--- config.mk ---
export PLATFORM = sky130hd
export DESIGN_NAME = lease_slot_table
export DESIGN_NICKNAME = d
export VERILOG_FILES = /design/src/rtl/lst_pkg.sv /design/src/rtl/lst_ram.sv /design/src/rtl/lst_scan.sv /design/src/rtl/lease_slot_table.sv
export SDC_FILE = /design/constraint.sdc
export NUM_CORES = 2
export LEC_CHECK = 0
export BUFFER_PORTS_ARGS = -buffer_cell sky130_fd_sc_hd__buf_4
export CORE_ASPECT_RATIO = 0.8
export CORE_MARGIN = 3
export CORE_UTILIZATION = 55
export DETAILED_ROUTE_END_ITERATION = 16
export MAX_ROUTING_LAYER = met4
export PLACE_DENSITY = 0.82
export SKIP_LAST_GASP = 1
export SYNTH_ARGS = -nofsm -noshare
export SYNTH_HDL_FRONTEND = slang
export SYNTH_SLANG_ARGS = --single-unit
--- constraint.sdc ---
create_clock -name clock -period 17.1 [get_ports clock]
set_clock_uncertainty 0.1 [all_clocks]
set_input_delay 2.565 -clock clock [delete_from_list [all_inputs] [get_ports clock]]
set_output_delay 2.565 -clock clock [all_outputs]
set_load 0.05 [all_outputs]
--- src/rtl/lst_pkg.sv ---
package lst_pkg;

   localparam int SLOTS   = 16;
   localparam int IDX_W   = $clog2(SLOTS);
   localparam int ID_W    = 64;
   localparam int TIME_W  = 32;
   localparam int LEASE_W = 20;

   localparam logic [LEASE_W-1:0] LEASE_RESET = LEASE_W'(30000);
   localparam logic [IDX_W-1:0]   LAST_IDX    = IDX_W'(SLOTS - 1);

   localparam logic [3:0] FLAG_BUFFER    = 4'b0001;
   localparam logic [3:0] FLAG_RENDERING = 4'b0010;
   localparam logic [3:0] FLAG_HISTORY   = 4'b0100;
   localparam logic [3:0] FLAG_EFFECTS   = 4'b1000;

   typedef enum logic [2:0] {
      CMD_TICK      = 3'd0,
      CMD_ALLOCATE  = 3'd1,
      CMD_RELEASE   = 3'd2,
      CMD_EFFECTS   = 3'd3,
      CMD_RENDERING = 3'd4,
      CMD_HISTORY   = 3'd5,
      CMD_RENEW     = 3'd6
   } cmd_type;

   typedef enum logic [1:0] {
      ST_IDLE,
      ST_SCAN,
      ST_DRAIN,
      ST_DECIDE
   } state_type;

   typedef struct packed {
      logic [ID_W-1:0]   id;
      logic [TIME_W-1:0] expiry;
      logic [3:0]        typ;
      logic [3:0]        flags;
   } slot_rec_type;

   // what the scanner compares each entry against
   typedef struct packed {
      logic [ID_W-1:0]   id;
      logic [3:0]        need;
      logic              id_only;
      logic [TIME_W-1:0] now;
   } scan_cfg_type;

   typedef struct packed {
      logic              match_hit;
      logic [IDX_W-1:0]  match_idx;
      slot_rec_type      match_rec;
      logic              free_hit;
      logic [IDX_W-1:0]  free_idx;
   } scan_res_type;

endpackage

--- src/rtl/lst_ram.sv ---
module lst_ram #(
   parameter int WIDTH = 8,
   parameter int DEPTH = 16
) (
   input  logic                     clock,
   input  logic                     we,
   input  logic [$clog2(DEPTH)-1:0] waddr,
   input  logic [WIDTH-1:0]         wdata,
   input  logic                     re,
   input  logic [$clog2(DEPTH)-1:0] raddr,
   output logic [WIDTH-1:0]         rdata
);

   logic [WIDTH-1:0] mem [DEPTH];
   logic [WIDTH-1:0] rdata_ff;

   always_ff @(posedge clock) begin
      if (we) begin
         mem[waddr] <= wdata;
      end
      if (re) begin
         rdata_ff <= mem[raddr];
      end
   end

   assign rdata = rdata_ff;

endmodule

--- src/rtl/lst_scan.sv ---
module lst_scan import lst_pkg::*; (
   input  logic             clock,
   input  logic             reset,
   input  logic             clear,
   input  logic             ent_vld,
   input  logic [IDX_W-1:0] ent_idx,
   input  slot_rec_type     ent_rec,
   input  scan_cfg_type     cfg,
   output scan_res_type     res
);

   logic              match_hit_ff, match_hit_in;
   logic [IDX_W-1:0]  match_idx_ff, match_idx_in;
   slot_rec_type      match_rec_ff, match_rec_in;
   logic              free_hit_ff, free_hit_in;
   logic [IDX_W-1:0]  free_idx_ff, free_idx_in;
   logic [TIME_W-1:0] free_exp_ff, free_exp_in;

   logic is_match;
   logic is_free;

   always_comb begin
      is_match = (ent_rec.id == cfg.id) &&
                 (cfg.id_only || ((ent_rec.flags & (FLAG_BUFFER | cfg.need)) != 4'b0000));
      is_free  = (ent_rec.expiry <= cfg.now);

      match_hit_in = match_hit_ff;
      match_idx_in = match_idx_ff;
      match_rec_in = match_rec_ff;
      free_hit_in  = free_hit_ff;
      free_idx_in  = free_idx_ff;
      free_exp_in  = free_exp_ff;

      if (clear) begin
         match_hit_in = 1'b0;
         free_hit_in  = 1'b0;
      end else if (ent_vld) begin
         // first match wins
         if (is_match && !match_hit_ff) begin
            match_hit_in = 1'b1;
            match_idx_in = ent_idx;
            match_rec_in = ent_rec;
         end
         // strictly smaller expiry replaces, so ties keep the lower index
         if (is_free && (!free_hit_ff || (ent_rec.expiry < free_exp_ff))) begin
            free_hit_in = 1'b1;
            free_idx_in = ent_idx;
            free_exp_in = ent_rec.expiry;
         end
      end
   end

   always_ff @(posedge clock) begin
      if (reset) begin
         match_hit_ff <= 1'b0;
         free_hit_ff  <= 1'b0;
      end else begin
         match_hit_ff <= match_hit_in;
         free_hit_ff  <= free_hit_in;
      end
      match_idx_ff <= match_idx_in;
      match_rec_ff <= match_rec_in;
      free_idx_ff  <= free_idx_in;
      free_exp_ff  <= free_exp_in;
   end

   assign res = '{match_hit: match_hit_ff, match_idx: match_idx_ff, match_rec: match_rec_ff,
                  free_hit: free_hit_ff, free_idx: free_idx_ff};

endmodule

--- src/rtl/lease_slot_table.sv ---
// Table commands read every slot in turn, then pass a drain state and a write-back
//   state that registers the response; tick and unknown commands go to write-back.
// Write-back waits while the response register is full. Requests are taken only in
//   idle, one at a time; the single memory read port is swept once per table command.
// Reset: synchronous, active high; clears slot valid bits, time and the response
//   valid flag, loads lease_ticks with 30000; no clearing pass.
module lease_slot_table import lst_pkg::*; (
   input  logic               clock,
   input  logic               reset,
   // request channel
   input  logic               req_tvalid,
   output logic               req_tready,
   // [63:0] entry_id, [67:64] entry_type, [68] carries_buffer, [84:69] elapsed
   input  logic [87:0]        req_tdata,
   // [2:0] command
   input  logic [2:0]         req_tuser,
   // response channel
   output logic               rsp_tvalid,
   input  logic               rsp_tready,
   // [3:0] slot, [4] has_buffer, [5] has_rendering, [6] has_history,
   // [7] has_effects, [11:8] slot_type
   output logic [15:0]        rsp_tdata,
   // [0] ok
   output logic               rsp_tuser,
   // lease_ticks register
   input  logic               csr_wen,
   input  logic [LEASE_W-1:0] csr_wdata
);

   // ---------------------------------------------------------------
   // control and request registers
   // ---------------------------------------------------------------
   state_type         state_ff, state_in;
   logic [IDX_W-1:0]  addr_ff, addr_in;
   logic              rd_vld_ff;
   logic [IDX_W-1:0]  rd_idx_ff;
   cmd_type           cmd_ff;
   logic [ID_W-1:0]   id_ff;
   logic [3:0]        etype_ff;
   logic              buf_ff;
   logic [15:0]       elapsed_ff;
   logic [TIME_W-1:0] lease_end_ff, lease_end_in;
   logic [TIME_W-1:0] time_ff, time_in;
   logic [LEASE_W-1:0] lease_ticks_ff;
   logic [SLOTS-1:0]  valid_ff;
   logic              rsp_valid_ff;
   logic              rsp_ok_ff, rsp_ok_in;
   logic [15:0]       rsp_data_ff, rsp_data_in;

   logic              accept;
   logic              go;
   logic [TIME_W:0]   lease_sum;
   logic [TIME_W:0]   tick_sum;

   // memory ports
   logic              ram_re;
   logic              ram_we;
   logic [IDX_W-1:0]  ram_waddr;
   slot_rec_type      ram_wrec;
   slot_rec_type      ram_q;
   slot_rec_type      ent_rec;

   scan_cfg_type      scan_cfg;
   scan_res_type      scan_res;

   logic [3:0]        attach_flag;
   logic              hit;

   assign req_tready = (state_ff == ST_IDLE);
   assign accept     = req_tvalid && req_tready;
   // write back only once the response register can take the result
   assign go         = (state_ff == ST_DECIDE) && (!rsp_valid_ff || rsp_tready);

   // lease end taken at accept; time holds while busy; lease_ticks is not held by the block
   assign lease_sum    = {1'b0, time_ff} + (TIME_W + 1)'(lease_ticks_ff);
   assign lease_end_in = lease_sum[TIME_W] ? '1 : lease_sum[TIME_W-1:0];
   assign tick_sum     = {1'b0, time_ff} + (TIME_W + 1)'(elapsed_ff);

   // ---------------------------------------------------------------
   // slot memory: one record per slot, valid bit masks unwritten slots to zero
   // ---------------------------------------------------------------
   lst_ram #(
      .WIDTH($bits(slot_rec_type)),
      .DEPTH(SLOTS)
   ) u_ram (
      .clock (clock),
      .we    (ram_we),
      .waddr (ram_waddr),
      .wdata (ram_wrec),
      .re    (ram_re),
      .raddr (addr_ff),
      .rdata (ram_q)
   );

   assign ent_rec = valid_ff[rd_idx_ff] ? ram_q : '0;

   // ---------------------------------------------------------------
   // scanner: first id match (flag-qualified unless release) and oldest free slot
   // ---------------------------------------------------------------
   always_comb begin
      case (cmd_ff)
         CMD_EFFECTS:   attach_flag = FLAG_EFFECTS;
         CMD_RENDERING: attach_flag = FLAG_RENDERING;
         CMD_HISTORY:   attach_flag = FLAG_HISTORY;
         CMD_RENEW:     attach_flag = FLAG_RENDERING;
         default:       attach_flag = 4'b0000;
      endcase
   end

   assign scan_cfg = '{id: id_ff, need: attach_flag, id_only: (cmd_ff == CMD_RELEASE),
                       now: time_ff};

   lst_scan u_scan (
      .clock   (clock),
      .reset   (reset),
      .clear   (accept),
      .ent_vld (rd_vld_ff),
      .ent_idx (rd_idx_ff),
      .ent_rec (ent_rec),
      .cfg     (scan_cfg),
      .res     (scan_res)
   );

   // ---------------------------------------------------------------
   // next state
   // ---------------------------------------------------------------
   always_comb begin
      state_in = state_ff;
      case (state_ff)
         ST_IDLE: begin
            if (accept) begin
               // tick and unknown commands do not touch the table
               if ((req_tuser == 3'(CMD_TICK)) || (req_tuser > 3'(CMD_RENEW))) begin
                  state_in = ST_DECIDE;
               end else begin
                  state_in = ST_SCAN;
               end
            end
         end
         ST_SCAN: begin
            if (addr_ff == LAST_IDX) begin
               state_in = ST_DRAIN;
            end
         end
         ST_DRAIN: state_in = ST_DECIDE;
         ST_DECIDE: begin
            if (go) begin
               state_in = ST_IDLE;
            end
         end
         default: state_in = ST_IDLE;
      endcase
   end

   // ---------------------------------------------------------------
   // outputs: read sweep, write-back and response
   // ---------------------------------------------------------------
   always_comb begin
      ram_re      = (state_ff == ST_SCAN);
      addr_in     = (state_ff == ST_SCAN) ? addr_ff + IDX_W'(1) : '0;
      hit         = 1'b0;
      ram_waddr   = scan_res.match_idx;
      ram_wrec    = scan_res.match_rec;
      time_in     = time_ff;
      rsp_ok_in   = 1'b0;

      case (cmd_ff)
         CMD_TICK: begin
            time_in   = tick_sum[TIME_W] ? '1 : tick_sum[TIME_W-1:0];
            rsp_ok_in = 1'b1;
         end
         CMD_ALLOCATE: begin
            hit       = scan_res.free_hit;
            ram_waddr = scan_res.free_idx;
            ram_wrec  = '{id: id_ff, expiry: lease_end_ff, typ: etype_ff,
                          flags: buf_ff ? FLAG_BUFFER : 4'b0000};
         end
         CMD_RELEASE: begin
            hit             = scan_res.match_hit;
            ram_wrec.expiry = '0;
            ram_wrec.typ    = 4'b0000;
         end
         CMD_EFFECTS, CMD_RENDERING, CMD_HISTORY: begin
            if (scan_res.match_hit) begin
               hit             = 1'b1;
               ram_wrec.flags  = scan_res.match_rec.flags | attach_flag;
               ram_wrec.expiry = lease_end_ff;
            end else begin
               // miss: fresh slot, no type, no buffer, only the attach flag
               hit       = scan_res.free_hit;
               ram_waddr = scan_res.free_idx;
               ram_wrec  = '{id: id_ff, expiry: lease_end_ff, typ: 4'b0000,
                             flags: attach_flag};
            end
         end
         CMD_RENEW: begin
            hit             = scan_res.match_hit;
            ram_wrec.expiry = lease_end_ff;
         end
         default: hit = 1'b0;
      endcase

      if (hit) begin
         rsp_ok_in   = 1'b1;
         rsp_data_in = {4'b0000, ram_wrec.typ, ram_wrec.flags, 4'(ram_waddr)};
      end else begin
         rsp_data_in = '0;
      end

      ram_we = go && hit;
      if (!go) begin
         time_in = time_ff;
      end
   end

   // ---------------------------------------------------------------
   // registers
   // ---------------------------------------------------------------
   always_ff @(posedge clock) begin
      if (reset) begin
         state_ff       <= ST_IDLE;
         rd_vld_ff      <= 1'b0;
         time_ff        <= '0;
         lease_ticks_ff <= LEASE_RESET;
         valid_ff       <= '0;
         rsp_valid_ff   <= 1'b0;
      end else begin
         state_ff  <= state_in;
         rd_vld_ff <= ram_re;
         time_ff   <= time_in;
         if (csr_wen) begin
            lease_ticks_ff <= csr_wdata;
         end
         if (ram_we) begin
            valid_ff[ram_waddr] <= 1'b1;
         end
         if (go) begin
            rsp_valid_ff <= 1'b1;
         end else if (rsp_tready) begin
            rsp_valid_ff <= 1'b0;
         end
      end

      addr_ff   <= addr_in;
      rd_idx_ff <= addr_ff;
      if (accept) begin
         cmd_ff       <= cmd_type'(req_tuser);
         id_ff        <= req_tdata[63:0];
         etype_ff     <= req_tdata[67:64];
         buf_ff       <= req_tdata[68];
         elapsed_ff   <= req_tdata[84:69];
         lease_end_ff <= lease_end_in;
      end
      if (go) begin
         rsp_ok_ff   <= rsp_ok_in;
         rsp_data_ff <= rsp_data_in;
      end
   end

   assign rsp_tvalid = rsp_valid_ff;
   assign rsp_tuser  = rsp_ok_ff;
   assign rsp_tdata  = rsp_data_ff;

   // ---------------------------------------------------------------
   // assertions
   // ---------------------------------------------------------------
   a_tick_skips_scan: assert property (@(posedge clock) disable iff (reset)
      accept && (req_tuser == 3'(CMD_TICK)) |=> (state_ff == ST_DECIDE))
      else $error("tick transaction entered the slot sweep");

   a_write_in_decide: assert property (@(posedge clock) disable iff (reset)
      ram_we |-> (state_ff == ST_DECIDE) && !rd_vld_ff)
      else $error("slot write outside the write-back cycle");

   a_fail_zero: assert property (@(posedge clock) disable iff (reset)
      rsp_tvalid && !rsp_tuser |-> (rsp_tdata == 16'h0000))
      else $error("failed response carries nonzero fields");

   a_time_monotonic: assert property (@(posedge clock) disable iff (reset)
      $past(!reset) |-> (time_ff >= $past(time_ff)))
      else $error("current time went backwards");

endmodule
==> impl_metrics.csv <==
group,metric,value,unit
cells_and_area,syn_to_final_growth,11.2,%
detailed_routing,routed_wl,211000,µm
power_and_ir_drop,powerDensity,145,mW/mm²
logic_synthesis,synth_area,0.0840,mm²
timing,final_max_slew_viol_count,0,
timing,rsz0062_at_grt,"no",
setup_path,r2r_setup_slack,9630,ps
floorplan,die_h,356,µm
run,cap_violations,0,
global_route,grt_overflow,0,
global_route,top_usage_layer,"met2",
power_and_ir_drop,p_total,13.5,mW
setup_path,required,17430,ps
floorplan,ios,135,
timing,finalSetupViolCount,0,
setup_path,crit_chain,"mux2i_1 -> a22oi_2 -> a21oi_4 -> buf_4 -> nor2_4 -> buf_4 -> and2_1 -> ha_1 -> nand4_1 -> nor4_1 -> nand4_1 -> nor3_1 -> nand4_1 -> a211o_1 -> a2bb2oi_1 -> o311ai_0 -> nor3_2 -> buf_4",
power_and_ir_drop,ir_drop,0.000141,V
cells_and_area,drive_above_1_share,22.5,%
power_and_ir_drop,leakagePower,30.1,nW
global_route,use_met2,42.8,%
setup_path,reg2reg_to,"u_scan.free_exp_ff[28]$_DFFE_PP_",
timing,worst_slack,9630,ps
clock_network,cts_made_buffers,182,
global_route,use_met3,5.52,%
floorplan,die_x,443,µm
detailed_routing,drt_iter0_markers,6623,
detailed_routing,post-route-drc-count,0,
detailed_routing,vias,44571,
timing,fmax,134,MHz
detailed_routing,vias_per_cell,6.79,
clock_network,clkLatencyLatePin,830,ps
global_route,track_usage,27.7,%
placed_design,dpl.hpwl,105000,µm
logic_synthesis,yosys.area.top_type,"edfxtp_1",
setup_path,cpPeakStageDelay,660,ps
logic_synthesis,synth_top_area_share,73.1,%
logic_synthesis,synth_edf_count,2045,
global_route,antenna_found_initial,5,
setup_path,crit_path_end_kind,"flip-flop",
timing,tns,0,ps
timing,tightest_slew,1340,ps
clock_network,post-cts-setup-buffers,0,
logic_synthesis,syn_inst,4212,
logic_synthesis,synth.distinct_cells,74,
setup_path,worstPathMaxFanout,41,
setup_path,reg2reg_depth,18,
global_route,grt_first_pass_wirelength,308000,µm
global_route,grt_max_degree,133,
cells_and_area,fill_cells,9606,
clock_network,cts_tree,"yes",
setup_path,worst_setup_path_start_kind,"flip-flop",
timing,relSlewSlack,9.97,%
clock_network,cts_hold_buf,0,
timing,hold_violations,0,
floorplan,rows,127,
logic_synthesis,ys.warnings.count,0,
setup_path,worstPathArrival,7810,ps
clock_network,ctsHtreeMaxLevel,4,
detailed_routing,drt-pass1-iter-count,6,
clock_network,cts.sinks,2127,
floorplan,start_util,55.7,%
setup_path,reg2reg_from,"rd_idx_ff[3]$_DFF_P_",
detailed_routing,wl_per_cell,32.1,µm
placed_design,gp_congestion,0.898,
placed_design,dpl_worst_slack,10040,ps
clock_network,clk_pin_slew,60,ps
min_path,min_to,"valid_ff[1]$_SDFFE_PP0P_",
timing,min_period_over_period,43.7,%
status,status,"completed",
global_route,met1_usage,36.6,%
logic_synthesis,avgSynthCellArea,19.9,µm²
min_path,min_path_cells,2,
setup_path,cp_slowest_cell,"nor4_1",
placed_design,io_buffers,127,
clock_network,cts.path.max_buffers,3,
logic_synthesis,async_reset_ff_share,0,%
clock_network,post_cts_resize_count,0,
logic_synthesis,ys_seq_elements,2127,
logic_synthesis,synthFlopType,"edfxtp_1",
clock_network,root_buffer,"clkbuf_16",
min_path,min_path_type,"reg2reg",
timing,post-route-min-period,7470,ps
cells_and_area,nets,4624,
logic_synthesis,synth.area.top_cells,"edfxtp_1 (73%), mux4_2 (14%), dfxtp_1 (2.0%)",
min_path,min_from,"valid_ff[1]$_SDFFE_PP0P_",
floorplan,die_area,0.158,mm²
global_route,first_global_vias,45598,
floorplan,core_region_area,0.151,mm²
setup_path,path_class,"reg2reg",
detailed_routing,ant_nets,0,
logic_synthesis,seq_area_frac_synth,75.0,%
-- state kept, by name, summed over array words and instances, names as in the netlist, 12 cells and up --
| signal | flops |
|---|---|
| u_scan.free_exp_ff | 32 |
| elapsed_ff | 16 |
| u_ram.rdata | 104 |
| id_ff | 64 |
| lease_ticks_ff | 20 |
| valid_ff | 16 |
| rsp_tdata | 12 |
| lease_end_ff | 32 |
| u_scan.res | 104 |
| u_ram.mem | 1664 |
| time_ff | 32 |
-- worst max-delay path by stage --
stage               depth (start not counted)                  from  slack, ps                          endpoint
CTS                                        18  rd_idx_ff[3]$_DFF_P_       9870   u_scan.free_exp_ff[5]$_DFFE_PP_
global placement                           18  rd_idx_ff[3]$_DFF_P_      10200   u_scan.free_idx_ff[0]$_DFFE_PP_
global route                               18  rd_idx_ff[3]$_DFF_P_       9440  u_scan.free_exp_ff[28]$_DFFE_PP_
finish                                     18  rd_idx_ff[3]$_DFF_P_       9630  u_scan.free_exp_ff[28]$_DFFE_PP_
floorplan                                   2            req_tvalid       5920  u_scan.match_idx_ff[0]$_DFFE_PP_
detailed placement                         18  rd_idx_ff[3]$_DFF_P_      10040  u_scan.free_exp_ff[27]$_DFFE_PP_
-- placed cells by master, fill, tap and decap left out, types with 40 or more instances in the layout --
cell type and n:
a21oi_1 73, inv_1 115, nor2_1 138, ha_1 99, dfxtp_1 78, mux4_2 520
a21o_1 40, buf_4 192, xnor2_1 41, and2_1 85, clkbuf_16 190, nand2_1 263
edfxtp_1 2045
-- per-layer routing --
| metal | part of all wire, % | vias up | wire length (µm) |
|---|---|---|---|
| met5 | 0 | - | 0 |
| met4 | 4.2 | 0 | 8770 |
| met3 | 12 | 612 | 24800 |
| met2 | 48 | 3588 | 102000 |
| met1 | 36 | 22813 | 75500 |
| li1 | - | 17558 | - |
-- cell families after synthesis --
| group | Yosys count | share of synthesized area [%] |
|---|---|---|
| xor+xnor | 56 | 0.584 |
| simple gates | 696 | 3.95 |
| compound gates | 374 | 3.17 |
| fa+ha+maj | 103 | 1.55 |
| flops | 2127 | 75.0 |
| other cells | 1 | 0.00446 |
| buf+inv | 310 | 1.45 |
| mux | 545 | 14.2 |
-- critical path, delay by kind of cell (launching register included) --
| family | cells | cell delay (ps) |
|---|---|---|
| flops | 1 | 650 |
| compound gates | 5 | 1250 |
| simple gates | 8 | 2860 |
| mux | 1 | 320 |
| buf+inv | 3 | 1470 |
| fa+ha+maj | 1 | 330 |
-- synthesized netlist by cell type, types with 6 or more instances --
master	n
a211o_1	11
a211oi_1	12
a21o_1	40
a21oi_1	74
a221oi_1	14
a22o_1	32
a22oi_1	7
a31oi_1	35
and2_1	86
and3_1	17
buf_1	59
buf_4	6
clkbuf_1	119
dfxtp_1	82
edfxtp_1	2045
ha_1	100
inv_1	115
mux2i_1	24
mux4_2	520
nand2_1	263
nand2b_1	21
nand3_1	26
nand4_1	22
nor2_1	153
nor2b_1	30
nor3_1	34
nor3b_1	6
nor4_1	10
nor4bb_1	14
o211ai_1	7
o21ai_0	35
o22ai_1	6
o31ai_1	33
o32a_1	7
o32ai_1	7
xnor2_1	41
xor2_1	15
-- report_power, final --
group | switching, mW | total, mW | internal (mW)
sequential | 0.205 | 6.66 | 6.45
combinational | 1.70 | 2.71 | 1.01
clock | 1.88 | 4.16 | 2.29
total | 3.79 | 13.5 | 9.75
-- through the flow --
stage               instances  utilization (%)  hold slack (ps)  cell area (µm²)
floorplan                4215                -              229            84000
global placement         6221             58.0              351            87500
detailed placement       6221             58.0              361            87500
CTS                      6559             62.0              375            93400
global route             6561             62.0              409            93500
finish                   6562             62.0              373            93500
-- layout make-up --
type,count,area [µm²],area share (%)
sequential,2127,63100,67.5
antenna,3,7.51,0.00803
clock inverter,104,956,1.02
multi-input combinational,1778,19900,21.3
clock buffer,234,4970,5.32
timing repair buffer,199,1580,1.69
tap,1999,2500,2.68
inverter,118,443,0.474
Power figures use the tool's default switching activity.
